===== config.mk =====
export PLATFORM = sky130hd
export DESIGN_NAME = brnf_cell
export DESIGN_NICKNAME = d
export VERILOG_FILES = /design/src/hw/rtl/brnf_pkg.sv /design/src/hw/rtl/brnf_cell.sv
export SDC_FILE = /design/constraint.sdc
export NUM_CORES = 1
export LEC_CHECK = 0
export ABC_AREA = 1
export BUFFER_PORTS_ARGS = -buffer_cell sky130_fd_sc_hd__buf_2
export CAP_MARGIN = 20
export CORE_AREA = 2 2 169 171
export DETAILED_ROUTE_END_ITERATION = 16
export DIE_AREA = 0 0 171 173
export PLACE_DENSITY = 0.53
export SLEW_MARGIN = 5
export SYNTH_ARGS = -nofsm -noshare
export SYNTH_HDL_FRONTEND = slang
export SYNTH_SLANG_ARGS = --single-unit

===== constraint.sdc =====
create_clock -name clk -period 3 [get_ports clk]
set_input_delay 0.3 -clock clk [delete_from_list [all_inputs] [get_ports clk]]
set_output_delay 0.3 -clock clk [all_outputs]
set_load 0.05 [all_outputs]

===== src/hw/rtl/brnf_pkg.sv =====
// ----------------------------------------------------------------------------
// brnf_pkg: shared types and constants of the box radius neighbor finder
// The package holds the stored agent record, the operation codes and the
// register indexes that the top level and the cells share.
// ----------------------------------------------------------------------------
package brnf_pkg;

  // Default depth of the agent table.
  localparam int MAX_AGENTS_DEF = 64;

  // Number of position axes of an agent.
  localparam int NUM_AXES = 4;

  // Field widths.
  localparam int ID_W   = 16;
  localparam int POS_W  = 32;
  localparam int RAD_W  = 31;
  localparam int DIMS_W = 3;
  // Window bounds hold position plus or minus radius without overflow.
  localparam int WIN_W  = POS_W + 2;

  // Configuration port.
  localparam int CFG_IDX_W  = 3;
  localparam int CFG_DATA_W = RAD_W;

  // Operation codes of a request.
  typedef enum logic [1:0] {
    OP_LOAD  = 2'd0,
    OP_QUERY = 2'd1,
    OP_CLEAR = 2'd2,
    OP_NONE  = 2'd3
  } op_t;

  // Register indexes.
  localparam logic [CFG_IDX_W-1:0] REG_RADIUS_X = 3'd0;
  localparam logic [CFG_IDX_W-1:0] REG_RADIUS_Y = 3'd1;
  localparam logic [CFG_IDX_W-1:0] REG_RADIUS_Z = 3'd2;
  localparam logic [CFG_IDX_W-1:0] REG_RADIUS_W = 3'd3;
  localparam logic [CFG_IDX_W-1:0] REG_DIMS     = 3'd4;

  localparam logic [DIMS_W-1:0] DIMS_RESET = 3'd4;
  localparam logic [DIMS_W-1:0] DIMS_MAX   = 3'd4;

  // One stored agent.
  typedef struct packed {
    logic [ID_W-1:0]         id;
    logic signed [POS_W-1:0] x;
    logic signed [POS_W-1:0] y;
    logic signed [POS_W-1:0] z;
    logic signed [POS_W-1:0] w;
  } agent_t;

endpackage


===== src/hw/rtl/brnf_cell.sv =====
// ----------------------------------------------------------------------------
// brnf_cell: one slot of the agent table
// Holds one agent. It takes a new agent on a load, or the agent of its
// upstream neighbor while the table rotates during a query.
// ----------------------------------------------------------------------------
module brnf_cell (
  input  logic            clk,
  input  logic            load,
  input  logic            shift,
  input  brnf_pkg::agent_t load_data,
  input  brnf_pkg::agent_t chain_in,
  output brnf_pkg::agent_t agent
);
  import brnf_pkg::*;

  always_ff @(posedge clk) begin
    if (load) begin
      agent <= load_data;
    end else if (shift) begin
      agent <= chain_in;
    end
  end

endmodule


; ---- Word level (Yosys, flattened, before mapping)
; Cells that the tools add are included.
[word_totals]
reg_bits = 144
in_bits = 291
word_cells = 8
[op_classes]
muxes = 2
n_reduce_logical = 1
[ops]
columns = op, count
row1 = 144-bit 2-to-1 mux, 2
row2 = 2-bit nonzero test, 1

; ---- Longest topological paths before layout
[depth]
ltp_word = 2
ltp_mapped = 5

; ---- Worst setup path after synthesis
; Ideal clock, no wire load.
[synth_path]
kind = input -> register
from = input load
to = register agent[0] (netlist name) (enable)
setup_ps = 443
arrival_time_ps = 2319
path_slack_ps = 238
path_stages = 3
cell_sequence = buf_4 buf_6 or2_2
[synth_via]
elab_chain_cells = 1
[synth_lines]
columns = item, line_no
row1 = from (decl), brnf_cell.sv:8  ; input logic load,
row2 = 2-bit nonzero test (no line), -
row3 = to (signal assigned), brnf_cell.sv:18  ; agent <= load_data;
row4 = to (signal assigned), brnf_cell.sv:20  ; agent <= chain_in;
row5 = to (decl), brnf_cell.sv:12  ; output brnf_pkg::agent_t agent
; No other way between the ends.
; A chain may end at the register's enable or synchronous reset.

; ---- Worst setup path after layout
[layout_path]
from = input load
to = register agent[14] (netlist name) (enable)
; The elaborated chain is that of the path after synthesis.

==> summary.txt <==
Power and ir drop
  • Clk pwr share: a little over a third
  • Power Density: about 670 nW/um^2
  • Net Sw Frac: roughly a third
  • Peak VDD IR: 0.3010 mV
  • Pleak: 4.838 nW
  • Sw power: around 2.0 mW
  • Combinational power share: a little under a quarter
  • P_int: ~4.2 mW
  • Sequential power share: 40.4%
  • Post-route total power: ~6.3 mW

Final layout
  • Area delta synth->final: 52.87%
  • Fill count: slightly below 3000
  • Share of layout cells above drive strength 1: between 40% and 50%
  • Reg area: about 4300 um^2
  • Max reg flops: 144
  • Largest reg by FF count: agent
  • Top flop regs: agent: 144 flops
  • Final net count: 1331
  • Area of the multi-input gates: 1630 um^2

Yosys
  • Yosys reg bits: 144
  • Yosys warns: 0
  • Cells after synthesis: roughly 610
  • Post-synth design cell area: around 6100 um^2
  • Distinct cells, synth: 8
  • Top-area cell type share of the netlist area: about 71%
  • Cell taking the most area after synthesis: edfxtp_1
  • Area contributors post-synth: edfxtp_1, nand2_1, buf_2, buf_4, clkbuf_1
  • Syn_nets: 900
  • Sequential area share after synthesis: a little over two thirds
  • Syn_area_per_cell: between 10 and 15 um^2

Route
  • DR pass1 iterations: 4
  • Via count: 5537
  • Wirelength, routed: slightly above 20000 um
  • Wirelength per Cell: 14.18 um
  • ANT nets after route: 0
  • DRC: 0
  • Vias per std cell: between 3 and 4
  • Initial drt markers: 200

Global route
  • Tot GR Track Use: 13.07%
  • Global-route wire length before repair: approximately 29000 um
  • Antenna violations before repair: 2
  • Largest net degree at the start of global routing: roughly 110
  • GRT overflow: 0
  • Via count of the first global-routing pass: roughly 5400

Clocking
  • Hold buffers post-CTS: 0
  • Num CTS Buffers: 17
  • Post-CTS Setup Bufs: 0
  • Root Buffer: clkbuf_16
  • Max clock buf depth: 2
  • CTS clk-pin slew, worst paths: around 60 ps
  • TritonCTS clock tree: yes
  • Post-CTS sizing: 0
  • Clock sink count: 144
  • CTS H-tree lvls: 4

Placed design
  • Gpl congestion: ~0.84
  • DP HPWL: 15600 um
  • Port Buffers: ~430

Timing
  • Fmax: 660.9 MHz
  • Crit share post-route: 50.44%
  • Final setup fails: 0
  • Slew headroom: approximately 64%
  • Worst slew pin tran: roughly 540 ps
  • Hold Vio Cnt, Final: 0
  • Setup TNS: 0 ps
  • RSZ-0062 raised after global routing: no
  • Final Max Slew Viols: 0
  • Final Critical Period: 1513 ps

Critical path
  • Worst setup SP type: input pin
  • Crit Path Class: in2reg
  • Critical path required time: about 3100 ps
  • Critical Path AT: approximately 1600 ps
  • Crit-path max FO: 39
  • CP endpoint kind: flip-flop

Floorplanning
  • Die height: between 150 and 200 um
  • Num rows: 61
  • IO Pins: roughly 440
  • CORE AREA: 27630 um^2
  • Initial Utilization: between 20% and 30%
  • Die area: 29580 um^2
  • Die extent in x: between 150 and 200 um

Run
  • MaxCap Viol Count: 0

Hold path
  • Hold crit path type: in2reg

Outcome
  • Outcome: finished clean
==> placed cells by master (no fill, tap or decap) <==
master | netlist | layout
bufinv_16 | 0 | 4
clkbuf_16 | 0 | 17
buf_4 | 7 | 5
buf_2 | 15 | 433
edfxtp_1 | 144 | 144
clkinv_4 | 0 | 4
clkbuf_1 | 8 | 2
nand2_1 | 432 | 432
inv_4 | 0 | 1
buf_12 | 0 | 5
diode_2 | 0 | 2
inv_6 | 0 | 1
clkinvlp_4 | 0 | 3
or2_4 | 0 | 1
==> cell type report <==
class | instances | share of cell area [%]
antenna | 2 | 0.05345
multi-input combinational | 433 | 17.41
clock inverter | 12 | 1.991
clock buffer | 19 | 4.624
tap | 378 | 5.051
sequential | 144 | 46.18
timing repair buffer | 443 | 24.62
inverter | 1 | 0.06682
==> cells by family (layout without fill, tap and decap cells) <==
group                  after synthesis  after routing  share of synthesized area (%)
flip-flops                         144            144                          70.60
buffers and inverters               32            475                          2.819
AND/OR/NAND/NOR                    433            433                          26.58
other                                0              2                              0
==> stage by stage <==
step           hold WS [ps]  worst slack, ps  util (%)  area [um^2]  cells
6_report              150.9             1487     33.89         9363   1432
5_1_grt               122.3             1342     33.88         9360   1431
4_1_cts               118.5             1428     33.87         9358   1430
3_5_place_dp          567.6            986.9     31.63         8738   1399
3_3_place_gp          566.5            994.0     31.63         8738   1399
2_1_floorplan         478.6            238.0         -         6125    609
==> per-layer routing <==
metal	GRT usage, %	vias to the layer above	wire [um]
met1	14.46	2419	8066
li1	-	2821	-
met2	22.98	284	10040
met4	4.131	0	243
met5	0	-	0
met3	4.967	13	1952
==> Yosys cell counts (all sizes together) <==
cell	count
clkbuf	8
nand2	432
or2	1
inv	1
buf	23
edfxtp	144
==> power groups by stage <==
stage	clock [mW]	combinational, mW	sequential (mW)
after floorplan	0	0.212	3.37
after global placement	0	1.50	2.57
after detailed placement	0	1.50	2.58
after CTS	2.34	1.50	2.54
after global routing	2.43	1.57	2.55
final	2.25	1.49	2.53
==> final timing paths <==
kind,startpoint,endpoint,slack [ps],cells after the start
worst max-delay path,load,agent[14],1490,3
worst min-delay path,chain_in[70],agent[70],150,3
==> critical path, cell delays in order <==
cell and delay [ps]:
buf_4 370, or2_4 570, buf_4 340
No activity file was read; power rests on OpenSTA's default activity.
