[src/hw/rtl/brnf_pkg.sv]
// ----------------------------------------------------------------------------
// brnf_pkg: shared types and constants of the box radius neighbor finder
// The package holds the stored agent record, the operation codes and the
// register indexes that the top level and the cells share.
// ----------------------------------------------------------------------------
package brnf_pkg;

  // Default depth of the agent table.
  localparam int MAX_AGENTS_DEF = 64;

  // Number of position axes of an agent.
  localparam int NUM_AXES = 4;

  // Field widths.
  localparam int ID_W   = 16;
  localparam int POS_W  = 32;
  localparam int RAD_W  = 31;
  localparam int DIMS_W = 3;
  // Window bounds hold position plus or minus radius without overflow.
  localparam int WIN_W  = POS_W + 2;

  // Configuration port.
  localparam int CFG_IDX_W  = 3;
  localparam int CFG_DATA_W = RAD_W;

  // Operation codes of a request.
  typedef enum logic [1:0] {
    OP_LOAD  = 2'd0,
    OP_QUERY = 2'd1,
    OP_CLEAR = 2'd2,
    OP_NONE  = 2'd3
  } op_t;

  // Register indexes.
  localparam logic [CFG_IDX_W-1:0] REG_RADIUS_X = 3'd0;
  localparam logic [CFG_IDX_W-1:0] REG_RADIUS_Y = 3'd1;
  localparam logic [CFG_IDX_W-1:0] REG_RADIUS_Z = 3'd2;
  localparam logic [CFG_IDX_W-1:0] REG_RADIUS_W = 3'd3;
  localparam logic [CFG_IDX_W-1:0] REG_DIMS     = 3'd4;

  localparam logic [DIMS_W-1:0] DIMS_RESET = 3'd4;
  localparam logic [DIMS_W-1:0] DIMS_MAX   = 3'd4;

  // One stored agent.
  typedef struct packed {
    logic [ID_W-1:0]         id;
    logic signed [POS_W-1:0] x;
    logic signed [POS_W-1:0] y;
    logic signed [POS_W-1:0] z;
    logic signed [POS_W-1:0] w;
  } agent_t;

endpackage

[src/hw/rtl/brnf_cmp.sv]
// ----------------------------------------------------------------------------
// brnf_cmp: window check on one axis
// Tests whether a stored coordinate lies inside the seer's window
// [seer - radius, seer + radius]. A disabled axis always passes.
// ----------------------------------------------------------------------------
module brnf_cmp (
  input  logic                               en,
  input  logic signed [brnf_pkg::WIN_W-1:0]  lo,
  input  logic signed [brnf_pkg::WIN_W-1:0]  hi,
  input  logic signed [brnf_pkg::POS_W-1:0]  seen,
  output logic                               ok
);
  import brnf_pkg::*;

  logic signed [WIN_W-1:0] seen_ext;

  assign seen_ext = {{(WIN_W-POS_W){seen[POS_W-1]}}, seen};
  assign ok = !en || ((lo <= seen_ext) && (seen_ext <= hi));

endmodule

[config.mk]
export PLATFORM = sky130hd
export DESIGN_NAME = brnf_cmp
export DESIGN_NICKNAME = d
export VERILOG_FILES = /design/src/hw/rtl/brnf_pkg.sv /design/src/hw/rtl/brnf_cmp.sv
export SDC_FILE = /design/constraint.sdc
export NUM_CORES = 1
export LEC_CHECK = 0
export BUFFER_PORTS_ARGS = -buffer_cell sky130_fd_sc_hd__buf_2
export CORE_MARGIN = 3
export CORE_UTILIZATION = 43
export DETAILED_ROUTE_END_ITERATION = 8
export PLACE_DENSITY_LB_ADDON = 0.25
export SLEW_MARGIN = 40
export SYNTH_ARGS = -nofsm -noshare
export SYNTH_HDL_FRONTEND = slang
export SYNTH_SLANG_ARGS = --single-unit
export TNS_END_PERCENT = 100
[constraint.sdc]
create_clock -name vclk -period 1.6
set_clock_uncertainty 0.05 [all_clocks]
set_input_delay 0 -clock vclk [all_inputs]
set_output_delay 0 -clock vclk [all_outputs]
set_load 0.005 [all_outputs]
# Word level (Yosys, flattened, before mapping)
# Cells that the tools add are included.
[totals]
register_bits = 0
input_bits = 101
out_inout_bits = 1
[op_classes]
order_cmp = 2
reduce_logical = 3
[op_table]
columns = ["op", "n"]
rows = [
  ["32-bit by 34-bit less-or-equal comparator with 1-bit output", 1],
  ["34-bit by 32-bit less-or-equal comparator with 1-bit output", 1],
  ["1-bit logical AND", 1],
  ["1-bit zero test", 1],
  ["1-bit logical OR", 1],
]

# Logic depth before layout (Yosys ltp)
[logic_depth]
word_depth = 3
ltp_mapped = 8
mapped_depth_nobuf = 8

# Worst setup path after synthesis
# No wires, ideal clock.
[synth_path]
kind = "input-to-output"
from = "input port hi[21] (netlist bit)"
to = "output port ok"
t_arrival_ns = 1.812
required_ns = 1.550
path_slack_ns = -0.262
path_stages = 8
n_path_buf = 0
path_cell_list = "inv_1 > ha_1 > and4_4 > and4bb_4 > a41o_1 > a211o_1 > o31a_1 > o41ai_1"
[synth_via]
elab_chain_cells = 3
[synth_lines]
columns = ["element", "line", "text"]
rows = [
  ["start, declared", "brnf_cmp.sv:9", "input logic signed [brnf_pkg::WIN_W-1:0] hi,"],
  ["32-bit by 34-bit less-or-equal comparator with 1-bit output", "brnf_cmp.sv:18", "assign ok = !en || ((lo <= seen_ext) && (seen_ext <= hi));"],
  ["1-bit logical AND", "brnf_cmp.sv:18", ""],
  ["1-bit logical OR", "brnf_cmp.sv:18", ""],
  ["end, declared", "brnf_cmp.sv:11", "output logic ok"],
]
# Every way passes these cells.

# Final worst setup path
[layout_path]
from = "input port seen[9] (netlist bit)"
to = "output port ok"
[layout_via]
elab_chain_cells = 3
word_cells_on_any_way = 4
cone_classes = "order compare: 2; reduce/logical: 2"
[layout_lines]
columns = ["element", "line", "text"]
rows = [
  ["start, declared", "brnf_cmp.sv:10", "input logic signed [brnf_pkg::POS_W-1:0] seen,"],
  ["34-bit by 32-bit less-or-equal comparator with 1-bit output or 32-bit by 34-bit less-or-equal comparator with 1-bit output (tied branches)", "brnf_cmp.sv:18", ""],
  ["1-bit logical AND (*)", "brnf_cmp.sv:18", ""],
  ["1-bit logical OR (*)", "brnf_cmp.sv:18", ""],
]
# Every way passes the cells marked *; elsewhere a longest branch is shown, timed or not.

==> run metrics <==
largest vdd supply drop=0.000170 V; Starting DRT DRC Count=136; Row Count=22; clkbuf count=0; critical path type=input pin to primary output; number of global-route vias before repair=2,442; Seq cells=0; hold crit path type=input pin to primary output; share of cells above drive strength 1=59.7%; register area share after synthesis=0%; Die Ht=70.3 microns; period utilisation layout=133%; crit-path max FO=3; Vias/cell=5.63; Cell Count, Final, Fillers Out=433; dpl hpwl=4.60 mm; Die W=70.3 microns; Largest stage delay, worst path=0.37 ns; cell area after synthesis=1780 sq um; CP bufs+invs=3; Total Negative Setup Slacks=-0.536 ns; setup ws final=-0.536 ns; Critical Path RT=1.55 ns; Cell Pwr Density=274 nW/um^2; worst slew pin tran=0.368 ns; Syn Area/Cell=7.24 sq um; routed wire length=7.72 mm; I/O pin total=102; Initial Util=46.5%; number of nets in the layout=556; status=complete, but fails checks; initial antenna violation count=0; Final setup viols=1; f_max=468 MHz; GRT Util Overall=24.0%; WHS Path Cells=3; delay-heaviest family, CP=compound AO/OA/AOI/OAI gates; Inserted Diodes=0; Finished Cell Area=3410 sq um; largest net degree at the start of global routing=5; # placed instances=424; Die Footprint=4950 sq um; Worst Hold Endpoint=ok; DRC Markers=0; Post-Place Worst Slack=-0.488 ns; Synth Warn #=0; max-slew violation count=0; fin crit period=2.14 ns; Sw Share=46.6%; min-delay src=en; Syn Inst Count=246; arrival time of the worst setup path=2.09 ns; placed cell areas=2700 sq um; CP Launch Type=input pin; Clock power frac=0%; max-cap violations=0; RSZ-0062 raised after global routing=yes; final hold vios=0; wire per inst=17.8 microns; global-route wire length before repair=10.1 mm; Via Count=2,439; element type at the critical path end=primary output; Slew HR=75.2%; Area Growth Syn to Fin=91.3%; P_sw=0.434 mW; failing checks=setup timing; Core ar.=3830 sq um; gr ovfl total=0; RD Place Congestion=0.825; slowest CP cell=a221oi_1; combinational power share=100.0%; Leak=1.73 nW; Routed Antenna Nets=0; CP most frequent cell=buf_2; Pint=0.498 mW; DR pass1 iterations=4; Sequential Area=0 sq um; post-synthesis cell type count=26; critical path depth in cells=10; critical path cell sequence=buf_2, inv_1, ha_4, a21oi_1, o21ai_1, a221oi_1, nor3b_1, o31a_1, o41ai_2, buf_2; Seq pwr share=0%; IO buf count=102; synthesized net count=415
## stage by stage
stage | hold WS (ns) | util, % | power, mW
after floorplan | -0.0163 | - | 0.351
after global placement | 0.207 | 70.5 | 0.633
after detailed placement | 0.207 | 70.5 | 0.656
after CTS | 0.208 | 80.8 | 0.765
after global routing | 0.220 | 89.0 | 1.03
final | 0.215 | 89.0 | 0.933
## Yosys cell counts, drive strengths merged, types with 4 or more instances
cell / number / area share [%]
a21o: 4 / 2.1
a21oi: 26 / 7.3
a221oi: 4 / 2.0
and4: 7 / 3.7
ha: 68 / 48
inv: 69 / 15
nand2: 17 / 3.6
nand3: 8 / 2.2
nand4: 11 / 3.9
nor3: 5 / 1.4
o21ai: 8 / 2.2
## cells by family (layout without fill, tap and decap cells)
family | count (synthesis) | after routing | synth area share (%)
buffers and inverters | 69 | 208 | 14.5
adders and majority gates | 68 | 68 | 47.8
and+or+nand+nor | 56 | 56 | 18.4
AOI/OAI and AO/OA | 53 | 53 | 19.3
## final cells by class
type	count	area, sq um
inverter	69	292
tap	48	60.1
fill	184	420
multi-input combinational	177	2180
timing repair buffer	139	871
## layout by cell type (no fill, tap or decap), types with 2 or more instances in the layout
cell / count
and4_1: 5
buf_8: 2
a211o_1: 2
a21o_1: 3
ha_4: 48
ha_1: 20
inv_2: 20
nor2_1: 2
a21oi_1: 21
and4_4: 2
o21ai_0: 3
buf_6: 6
nor3_2: 2
inv_4: 6
buf_2: 89
a21oi_2: 5
a41o_1: 2
nand3_1: 8
nor3b_1: 2
o31a_1: 2
inv_1: 41
o21ai_1: 5
a221o_1: 2
a221oi_1: 3
nor4_1: 2
nand4_1: 11
nor3_1: 2
buf_4: 41
nand2_1: 17
## power groups by stage
stage	clock, mW	sequential [mW]	combinational [mW]
after global placement	0	0	0.633
after global routing	0	0	1.03
after CTS	0	0	0.765
after floorplan	0	0	0.351
final	0	0	0.933
after detailed placement	0	0	0.656
## repair_timing
| item | CTS | global route |
|---|---|---|
| setup endpoints to repair | 1 | 1 |
| resized for setup | 54 | 49 |
| buffers inserted | 5 | 4 |
| gates cloned | 0 | 0 |
| pin swaps | 40 | 18 |
| hold buffers | 0 | 0 |
## worst max-delay path by stage
stage / startpoint / endpoint / slack [ns]
6_report: seen[9] / ok / -0.54
5_1_grt: seen[7] / ok / -0.58
4_1_cts: seen[31] / ok / -0.38
3_5_place_dp: seen[25] / ok / -0.49
3_3_place_gp: seen[25] / ok / -0.48
2_1_floorplan: seen[25] / ok / -0.11
## tightest hold or removal path: stages
cell and delay [ns]:
buf_2 0.11, o41ai_2 0.04, buf_2 0.11
## per-layer routing
| layer | routed length (microns) | up-vias | track usage, % |
|---|---|---|---|
| met3 | 376 | 32 | 1.87 |
| met1 | 2790 | 1127 | 25.5 |
| met4 | 286 | 0 | 4.04 |
| met5 | 0 | - | 0 |
| li1 | - | 1160 | - |
| met2 | 4260 | 120 | 50.0 |
Note: power is estimated with default switching activity, not from simulation.
